===== src/hdl/tkpl_pkg.sv =====
// ----------------------------------------------------------------------------
// tkpl_pkg
// Shared types, register indexes, reset values and the key rectangle table
// of the touch keypad PIN lock.
// ----------------------------------------------------------------------------
`default_nettype none

package tkpl_pkg;

  localparam int unsigned SampleW = 12;
  localparam int unsigned GainW   = 16;
  localparam int unsigned CoordW  = 8;
  localparam int unsigned KeyW    = 4;
  localparam int unsigned CountW  = 3;
  localparam int unsigned CfgIdxW = 3;
  localparam int unsigned CfgW    = 16;
  localparam int unsigned KeyCount = 10;

  localparam logic [KeyW-1:0] NoKey = 4'd10;

  // Register indexes of the configuration port.
  typedef enum logic [CfgIdxW-1:0] {
    REG_PIN_FIRST  = 3'd0,
    REG_PIN_SECOND = 3'd1,
    REG_PIN_THIRD  = 3'd2,
    REG_PIN_FOURTH = 3'd3,
    REG_X_OFFSET   = 3'd4,
    REG_Y_OFFSET   = 3'd5,
    REG_X_GAIN     = 3'd6,
    REG_Y_GAIN     = 3'd7
  } cfg_idx_e;

  localparam logic [KeyW-1:0]    PinFirstRst  = 4'd9;
  localparam logic [KeyW-1:0]    PinSecondRst = 4'd6;
  localparam logic [KeyW-1:0]    PinThirdRst  = 4'd3;
  localparam logic [KeyW-1:0]    PinFourthRst = 4'd0;
  localparam logic [SampleW-1:0] XOffsetRst   = 12'd220;
  localparam logic [SampleW-1:0] YOffsetRst   = 12'd520;
  localparam logic [GainW-1:0]   XGainRst     = 16'd2451;
  localparam logic [GainW-1:0]   YGainRst     = 16'd1431;

  typedef struct packed {
    logic [CoordW-1:0] xlo;
    logic [CoordW-1:0] xhi;
    logic [CoordW-1:0] ylo;
    logic [CoordW-1:0] yhi;
    logic [KeyW-1:0]   digit;
  } key_rect_t;

  // Earlier entries take priority where rectangles could overlap.
  localparam key_rect_t KeyTable [KeyCount] = '{
    '{8'd14, 8'd25, 8'd0,  8'd14, 4'd0},
    '{8'd26, 8'd38, 8'd15, 8'd29, 4'd9},
    '{8'd14, 8'd25, 8'd15, 8'd29, 4'd8},
    '{8'd2,  8'd13, 8'd15, 8'd29, 4'd7},
    '{8'd26, 8'd38, 8'd30, 8'd43, 4'd6},
    '{8'd14, 8'd25, 8'd30, 8'd43, 4'd5},
    '{8'd2,  8'd13, 8'd30, 8'd43, 4'd4},
    '{8'd26, 8'd38, 8'd44, 8'd58, 4'd3},
    '{8'd14, 8'd25, 8'd44, 8'd58, 4'd2},
    '{8'd2,  8'd13, 8'd44, 8'd58, 4'd1}
  };

  // All bounds are strict. Scanning from the back lets the first hit win.
  function automatic logic [KeyW-1:0] decode_key(logic [CoordW-1:0] x,
                                                 logic [CoordW-1:0] y);
    logic [KeyW-1:0] key;
    key = NoKey;
    for (int i = KeyCount - 1; i >= 0; i--) begin
      if (x > KeyTable[i].xlo && x < KeyTable[i].xhi &&
          y > KeyTable[i].ylo && y < KeyTable[i].yhi) begin
        key = KeyTable[i].digit;
      end
    end
    return key;
  endfunction

endpackage

`default_nettype wire


===== src/hdl/tkpl_axis_scale.sv =====
// ----------------------------------------------------------------------------
// tkpl_axis_scale
// Offset removal, Q0.16 gain and saturation for one panel axis.
// ----------------------------------------------------------------------------
`default_nettype none

module tkpl_axis_scale
  import tkpl_pkg::*;
(
  input  wire logic [SampleW-1:0] sample_i,
  input  wire logic [SampleW-1:0] offset_i,
  input  wire logic [GainW-1:0]   gain_i,
  output logic      [CoordW-1:0]  coord_o
);

  logic [SampleW-1:0]       diff;
  logic [SampleW+GainW-1:0] prod;
  logic [SampleW-1:0]       scaled;

  // A sample below the panel edge clamps to zero rather than wrapping.
  assign diff   = (sample_i > offset_i) ? (sample_i - offset_i) : '0;
  assign prod   = {{GainW{1'b0}}, diff} * {{SampleW{1'b0}}, gain_i};
  assign scaled = prod[SampleW+GainW-1:GainW];
  assign coord_o = (|scaled[SampleW-1:CoordW]) ? '1 : scaled[CoordW-1:0];

endmodule

`default_nettype wire


===== src/hdl/touch_keypad_pin_lock.sv =====
// ----------------------------------------------------------------------------
// touch_keypad_pin_lock
// Touch panel keypad decoder with a four-digit PIN sequencer.
// ----------------------------------------------------------------------------
// The block takes one pair of raw panel samples per clock while the input is
// not stalled and gives one result per sample: the samples land in an input
// register, and the offset, gain multiply, key lookup and PIN step are done
// as the sample moves on into the result register. A result held by a
// stalled output does not stop the input register from taking one more
// sample; the input stalls only while both registers are full. Configuration
// writes take effect on the next clock edge and are meant to be made while no
// sample is in flight.
`default_nettype none

module touch_keypad_pin_lock
  import tkpl_pkg::*;
(
  input  wire logic               clk_i,
  input  wire logic               rst_ni,
  input  wire logic               cfg_we_i,
  input  wire logic [CfgIdxW-1:0] cfg_idx_i,
  input  wire logic [CfgW-1:0]    cfg_data_i,
  input  wire logic               in_valid_i,
  output logic                    in_stall_o,
  input  wire logic [SampleW-1:0] x_sample_i,
  input  wire logic [SampleW-1:0] y_sample_i,
  output logic                    out_valid_o,
  input  wire logic               out_stall_i,
  output logic      [CoordW-1:0]  x_coord_o,
  output logic      [CoordW-1:0]  y_coord_o,
  output logic      [KeyW-1:0]    key_code_o,
  output logic      [CountW-1:0]  digits_matched_o,
  output logic                    wrong_digit_o,
  output logic                    pin_accepted_o
);

  typedef enum logic [4:0] {
    ST_WAIT_FIRST  = 5'b00001,
    ST_WAIT_SECOND = 5'b00010,
    ST_WAIT_THIRD  = 5'b00100,
    ST_WAIT_FOURTH = 5'b01000,
    ST_COMPLETE    = 5'b10000
  } seq_state_e;

  // Configuration registers.
  logic [KeyW-1:0]    pin_first_q, pin_second_q, pin_third_q, pin_fourth_q;
  logic [SampleW-1:0] x_offset_q, y_offset_q;
  logic [GainW-1:0]   x_gain_q, y_gain_q;

  // Input register.
  logic               in_full_q;
  logic [SampleW-1:0] x_sample_q, y_sample_q;

  // Result register.
  logic               out_full_q;
  logic [CoordW-1:0]  x_coord_q, y_coord_q;
  logic [KeyW-1:0]    key_q;
  logic [CountW-1:0]  matched_q;
  logic               wrong_q, accepted_q;

  seq_state_e         state_q, state_d;
  logic [CoordW-1:0]  x_coord, y_coord;
  logic [KeyW-1:0]    key;
  logic [KeyW-1:0]    expected;
  logic [CountW-1:0]  matched_d;
  logic               wrong_d, accepted_d;
  logic               out_free, advance, in_take;

  assign out_free   = !out_full_q || !out_stall_i;
  assign advance    = in_full_q && out_free;
  assign in_stall_o = in_full_q && !out_free;
  assign in_take    = in_valid_i && !in_stall_o;

  always_ff @(posedge clk_i or negedge rst_ni) begin
    if (!rst_ni) begin
      pin_first_q  <= PinFirstRst;
      pin_second_q <= PinSecondRst;
      pin_third_q  <= PinThirdRst;
      pin_fourth_q <= PinFourthRst;
      x_offset_q   <= XOffsetRst;
      y_offset_q   <= YOffsetRst;
      x_gain_q     <= XGainRst;
      y_gain_q     <= YGainRst;
    end else if (cfg_we_i) begin
      case (cfg_idx_e'(cfg_idx_i))
        REG_PIN_FIRST:  pin_first_q  <= cfg_data_i[KeyW-1:0];
        REG_PIN_SECOND: pin_second_q <= cfg_data_i[KeyW-1:0];
        REG_PIN_THIRD:  pin_third_q  <= cfg_data_i[KeyW-1:0];
        REG_PIN_FOURTH: pin_fourth_q <= cfg_data_i[KeyW-1:0];
        REG_X_OFFSET:   x_offset_q   <= cfg_data_i[SampleW-1:0];
        REG_Y_OFFSET:   y_offset_q   <= cfg_data_i[SampleW-1:0];
        REG_X_GAIN:     x_gain_q     <= cfg_data_i[GainW-1:0];
        REG_Y_GAIN:     y_gain_q     <= cfg_data_i[GainW-1:0];
        default: begin
        end
      endcase
    end
  end

  always_ff @(posedge clk_i or negedge rst_ni) begin
    if (!rst_ni) begin
      in_full_q <= 1'b0;
    end else if (in_take) begin
      in_full_q <= 1'b1;
    end else if (advance) begin
      in_full_q <= 1'b0;
    end
  end

  always_ff @(posedge clk_i) begin
    if (in_take) begin
      x_sample_q <= x_sample_i;
      y_sample_q <= y_sample_i;
    end
  end

  tkpl_axis_scale u_x_scale (
    .sample_i (x_sample_q),
    .offset_i (x_offset_q),
    .gain_i   (x_gain_q),
    .coord_o  (x_coord)
  );

  tkpl_axis_scale u_y_scale (
    .sample_i (y_sample_q),
    .offset_i (y_offset_q),
    .gain_i   (y_gain_q),
    .coord_o  (y_coord)
  );

  assign key = decode_key(x_coord, y_coord);

  always_comb begin
    case (state_q)
      ST_WAIT_FIRST:  expected = pin_first_q;
      ST_WAIT_SECOND: expected = pin_second_q;
      ST_WAIT_THIRD:  expected = pin_third_q;
      ST_WAIT_FOURTH: expected = pin_fourth_q;
      default:        expected = NoKey;
    endcase
  end

  // In the complete state the key is ignored and the lock reports acceptance.
  // A blank sample never counts as a wrong digit.
  always_comb begin
    state_d    = state_q;
    wrong_d    = 1'b0;
    accepted_d = 1'b0;
    if (state_q == ST_COMPLETE) begin
      accepted_d = 1'b1;
      state_d    = ST_WAIT_FIRST;
    end else if (key != NoKey) begin
      if (key == expected) begin
        case (state_q)
          ST_WAIT_FIRST:  state_d = ST_WAIT_SECOND;
          ST_WAIT_SECOND: state_d = ST_WAIT_THIRD;
          ST_WAIT_THIRD:  state_d = ST_WAIT_FOURTH;
          ST_WAIT_FOURTH: state_d = ST_COMPLETE;
          default:        state_d = ST_WAIT_FIRST;
        endcase
      end else begin
        state_d = ST_WAIT_FIRST;
        wrong_d = 1'b1;
      end
    end
  end

  always_comb begin
    case (state_d)
      ST_WAIT_FIRST:  matched_d = 3'd0;
      ST_WAIT_SECOND: matched_d = 3'd1;
      ST_WAIT_THIRD:  matched_d = 3'd2;
      ST_WAIT_FOURTH: matched_d = 3'd3;
      ST_COMPLETE:    matched_d = 3'd4;
      default:        matched_d = 3'd0;
    endcase
  end

  always_ff @(posedge clk_i or negedge rst_ni) begin
    if (!rst_ni) begin
      state_q    <= ST_WAIT_FIRST;
      out_full_q <= 1'b0;
    end else begin
      if (advance) begin
        state_q <= state_d;
      end
      if (advance) begin
        out_full_q <= 1'b1;
      end else if (!out_stall_i) begin
        out_full_q <= 1'b0;
      end
    end
  end

  always_ff @(posedge clk_i) begin
    if (advance) begin
      x_coord_q  <= x_coord;
      y_coord_q  <= y_coord;
      key_q      <= key;
      matched_q  <= matched_d;
      wrong_q    <= wrong_d;
      accepted_q <= accepted_d;
    end
  end

  assign out_valid_o      = out_full_q;
  assign x_coord_o        = x_coord_q;
  assign y_coord_o        = y_coord_q;
  assign key_code_o       = key_q;
  assign digits_matched_o = matched_q;
  assign wrong_digit_o    = wrong_q;
  assign pin_accepted_o   = accepted_q;

endmodule

`default_nettype wire


===== config.mk =====
export PLATFORM = sky130hd
export DESIGN_NAME = touch_keypad_pin_lock
export DESIGN_NICKNAME = d
export VERILOG_FILES = /design/src/hdl/tkpl_pkg.sv /design/src/hdl/tkpl_axis_scale.sv /design/src/hdl/touch_keypad_pin_lock.sv
export SDC_FILE = /design/constraint.sdc
export NUM_CORES = 1
export LEC_CHECK = 0
export BUFFER_PORTS_ARGS = -buffer_cell sky130_fd_sc_hd__buf_4
export CAP_MARGIN = 20
export CORE_ASPECT_RATIO = 0.8
export CORE_UTILIZATION = 60
export CTS_CLUSTER_SIZE = 16
export DETAILED_ROUTE_END_ITERATION = 12
export HOLD_SLACK_MARGIN = 0.06
export PLACE_DENSITY = 0.78
export SETUP_SLACK_MARGIN = 0.3
export SLEW_MARGIN = 20
export SYNTH_ARGS = -nofsm -noshare
export SYNTH_HDL_FRONTEND = slang
export SYNTH_SLANG_ARGS = --single-unit

===== constraint.sdc =====
create_clock -name clk_i -period 13.6 [get_ports clk_i]
set_input_delay 1.36 -clock clk_i [delete_from_list [all_inputs] [get_ports clk_i]]
set_output_delay 1.36 -clock clk_i [all_outputs]
set_load 0.05 [all_outputs]

==> impl_metrics.py <==
metrics = {
    "outcome": {
        "status": "finished clean",
    },
    "floorplan": {
        "die_h_um": 160.2,
        "dieArea_sq_um": 32000,
        "rows": 57,
        "core_sq_um": 30600,
        "dieWidth_um": 199.8,
        "start_util_pct": 61.35,
        "io_pins": 75,
    },
    "critical_path": {
        "worstPathArrival_ps": 11200,
        "slowest_stage": "nor2_1",
        "crit_fanout": 16,
        "crit_top_cell": "fa_1",
        "worstPathRequired_ps": 13860,
        "rr_endpoint": "digits_matched_o[1]$_DFFE_PP_",
        "regToRegStartpoint": "y_offset_q[1]$_DFFE_PN0P_",
        "max_stage_delay_ps": 850,
        "ff2ff_path_depth": 41,
        "cp-start-kind": "flop",
        "rrSetupSlack_ps": 2650,
        "crit_type": "flop to flop",
        "worstSetupEndpointType": "flop",
    },
    "grt": {
        "grt_overflow": 0,
        "grt_pass1_wl_um": 77680,
        "antenna_found_initial": 0,
        "grt_pass1_vias": 14920,
        "grt_usage_pct": 31.44,
        "grt_max_degree": 63,
    },
    "clocking": {
        "clk_pin_slew_ps": 60,
        "clock-sinks": 128,
        "root_buffer": "clkbuf_16",
        "htreeDepth": 4,
        "cts_tree": "done",
        "hold_buffers": 0,
        "numCtsBuffers": 17,
        "cts_resized": 0,
        "cts_setup_buffers": 0,
        "clk_path_buf_depth": 2,
        "clk_latency_ps": 440,
    },
    "timing": {
        "finalCritPeriodShare_pct": 80.49,
        "setup_violations": 0,
        "fmax_mhz": 91.36,
        "drv_slew": 0,
        "final.min_clock_period_ps": 10950,
        "rsz0062_at_grt": "no",
        "setup_tns_ps": 0,
        "slew_headroom_pct": 25.07,
        "worstMarginPinSlew_ps": 1120,
        "whs_ps": 483.9,
        "hold_viol_final": 0,
        "clock_skew_ps": 17.28,
    },
    "finish": {
        "diodes": 0,
        "final_common_cell": "inv_1",
        "nFillCells": 2337,
        "final_nets": 2548,
        "final_cell_mix": "inv_1, nand2_1, fa_1",
        "final_util_pct": 66.24,
        "area_delta_synth_final_pct": 7.958,
        "drive_above_1_share_pct": 11.94,
    },
    "run": {
        "maxCapViolCount": 0,
    },
    "route": {
        "ant_nets": 0,
        "drt_iter0_markers": 1456,
        "drc": 0,
        "dr.pass1.iters": 6,
        "wl_per_cell_um": 18.93,
        "drt_wl_total_um": 47290,
        "vias": 14570,
        "avgViaCountPerCell": 5.832,
    },
    "placed_design": {
        "place_congestion": 0.9268,
        "io_buffers": 74,
        "hpwl_um": 37510,
    },
    "synthesis": {
        "avgSynthCellArea_sq_um": 9.188,
        "yosysWarnings": 0,
        "synth_cells": 2043,
        "synth.distinct_cells": 82,
        "synth_ff_type": "dfrtp_1",
        "yosysSeqAreaShare_pct": 18.55,
        "ys_async_sr_fraction_pct": 61.72,
        "synth_seq_cells": 128,
        "syn-num-nets": 2519,
        "syn_area_sq_um": 18770,
        "synth_edf_count": 49,
    },
    "hold_path": {
        "whs_endpoint": "out_valid_o$_DFFE_PN0P_",
        "min_from": "in_full_q$_DFFE_PN0P_",
        "min_path_cells": 1,
        "hold_path_class": "flop to flop",
    },
}
-- synthesized netlist by cell type (6+ instances only) --
cell	number	share of area [%]
dfstp_2	27	3.8
dfrtp_1	52	6.9
and2_1	135	4.5
nor3_1	24	0.64
a211oi_1	17	0.68
xnor2_1	24	1.1
and3_1	9	0.30
clkbuf_1	75	1.5
nand2_1	327	6.5
o21bai_1	7	0.28
a21oi_1	58	1.5
a221oi_1	6	0.28
nand4b_1	9	0.42
a21o_1	13	0.52
xor2_1	13	0.61
mux2i_1	6	0.32
nand4_1	17	0.57
o21a_1	6	0.24
nor2_1	74	1.5
o21ai_0	47	1.3
edfxtp_1	49	7.8
nand3_1	32	0.85
a31oi_1	6	0.20
inv_1	374	7.5
o211ai_1	8	0.32
nand2b_1	18	0.60
mux2_2	63	3.8
fa_1	280	30
ha_1	148	9.9
-- per-stage QoR --
stage          setup slack (ps)  cell area (sq um)  instances
6_report                   2654              20270       2498
5_1_grt                    2129              20270       2498
4_1_cts                    2838              20250       2498
3_5_place_dp               2923              19690       2466
3_3_place_gp               3215              19670       2464
2_1_floorplan              4166              18770       2043
-- routing by layer --
metal  share of wire, %  vias up  track usage, %
li1                   -     6590               -
met1                 44     7100           47.30
met2                 42      805           44.26
met3                 12       73           9.905
met4                1.7        0           6.940
met5                  0        -               0
-- worst max-delay path by stage --
stage / depth (start not counted) / start / endpoint / slack, ps
after global placement: 38 / x_offset_q[1]$_DFFE_PN0P_ / digits_matched_o[0]$_DFFE_PP_ / 3220
after detailed placement: 38 / x_offset_q[1]$_DFFE_PN0P_ / digits_matched_o[1]$_DFFE_PP_ / 2920
final: 41 / y_offset_q[1]$_DFFE_PN0P_ / digits_matched_o[1]$_DFFE_PP_ / 2650
after CTS: 38 / x_offset_q[1]$_DFFE_PN0P_ / digits_matched_o[1]$_DFFE_PP_ / 2840
after floorplan: 36 / x_offset_q[0]$_DFFE_PN0P_ / digits_matched_o[0]$_DFFE_PP_ / 4170
after global routing: 38 / x_offset_q[1]$_DFFE_PN0P_ / digits_matched_o[1]$_DFFE_PP_ / 2130
-- area by class of cell --
type	count	area, sq um	area share, %
inverter	375	1408	6.946
tap	413	516.7	2.550
timing repair buffer	90	679.4	3.352
clock inverter	14	130.1	0.6421
clock buffer	18	429.2	2.118
multi-input combinational	1460	13620	67.21
sequential	128	3482	17.18
-- registers in the layout, indices dropped and copies added (netlist names) --
name,count
in_full_q,1
y_offset_q,12
x_gain_q,16
digits_matched_o,3
pin_accepted_o,1
state_q,5
pin_second_q,4
x_coord_o,8
pin_third_q,4
y_sample_q,12
key_code_o,4
wrong_digit_o,1
pin_fourth_q,4
y_gain_q,16
y_coord_o,8
x_offset_q,12
x_sample_q,12
pin_first_q,4
out_valid_o,1
-- kinds of logic (layout without fill, tap and decap cells) --
| logic type | Yosys count | in the layout | share of synthesized area [%] |
|---|---|---|---|
| compound gates | 234 | 234 | 8.578 |
| xor+xnor | 39 | 39 | 1.900 |
| fa+ha+maj | 428 | 428 | 39.73 |
| buf+inv | 455 | 497 | 9.132 |
| flops | 128 | 128 | 18.55 |
| mux | 69 | 69 | 4.099 |
| simple gates | 690 | 690 | 18.02 |
-- critical path: cells and delay by family, from the launching register on --
family                     cells  cell delay, ps
DFF                            1             370
buffers and inverters          4             290
AOI/OAI and AO/OA             14            2740
and+or+nand+nor               13            3920
xor gates and xnor gates       3             510
adders and majority gates      7            2950
Power is not shown: default switching activity piles up to over one toggle a cycle in this logic, so the estimate is an artifact.
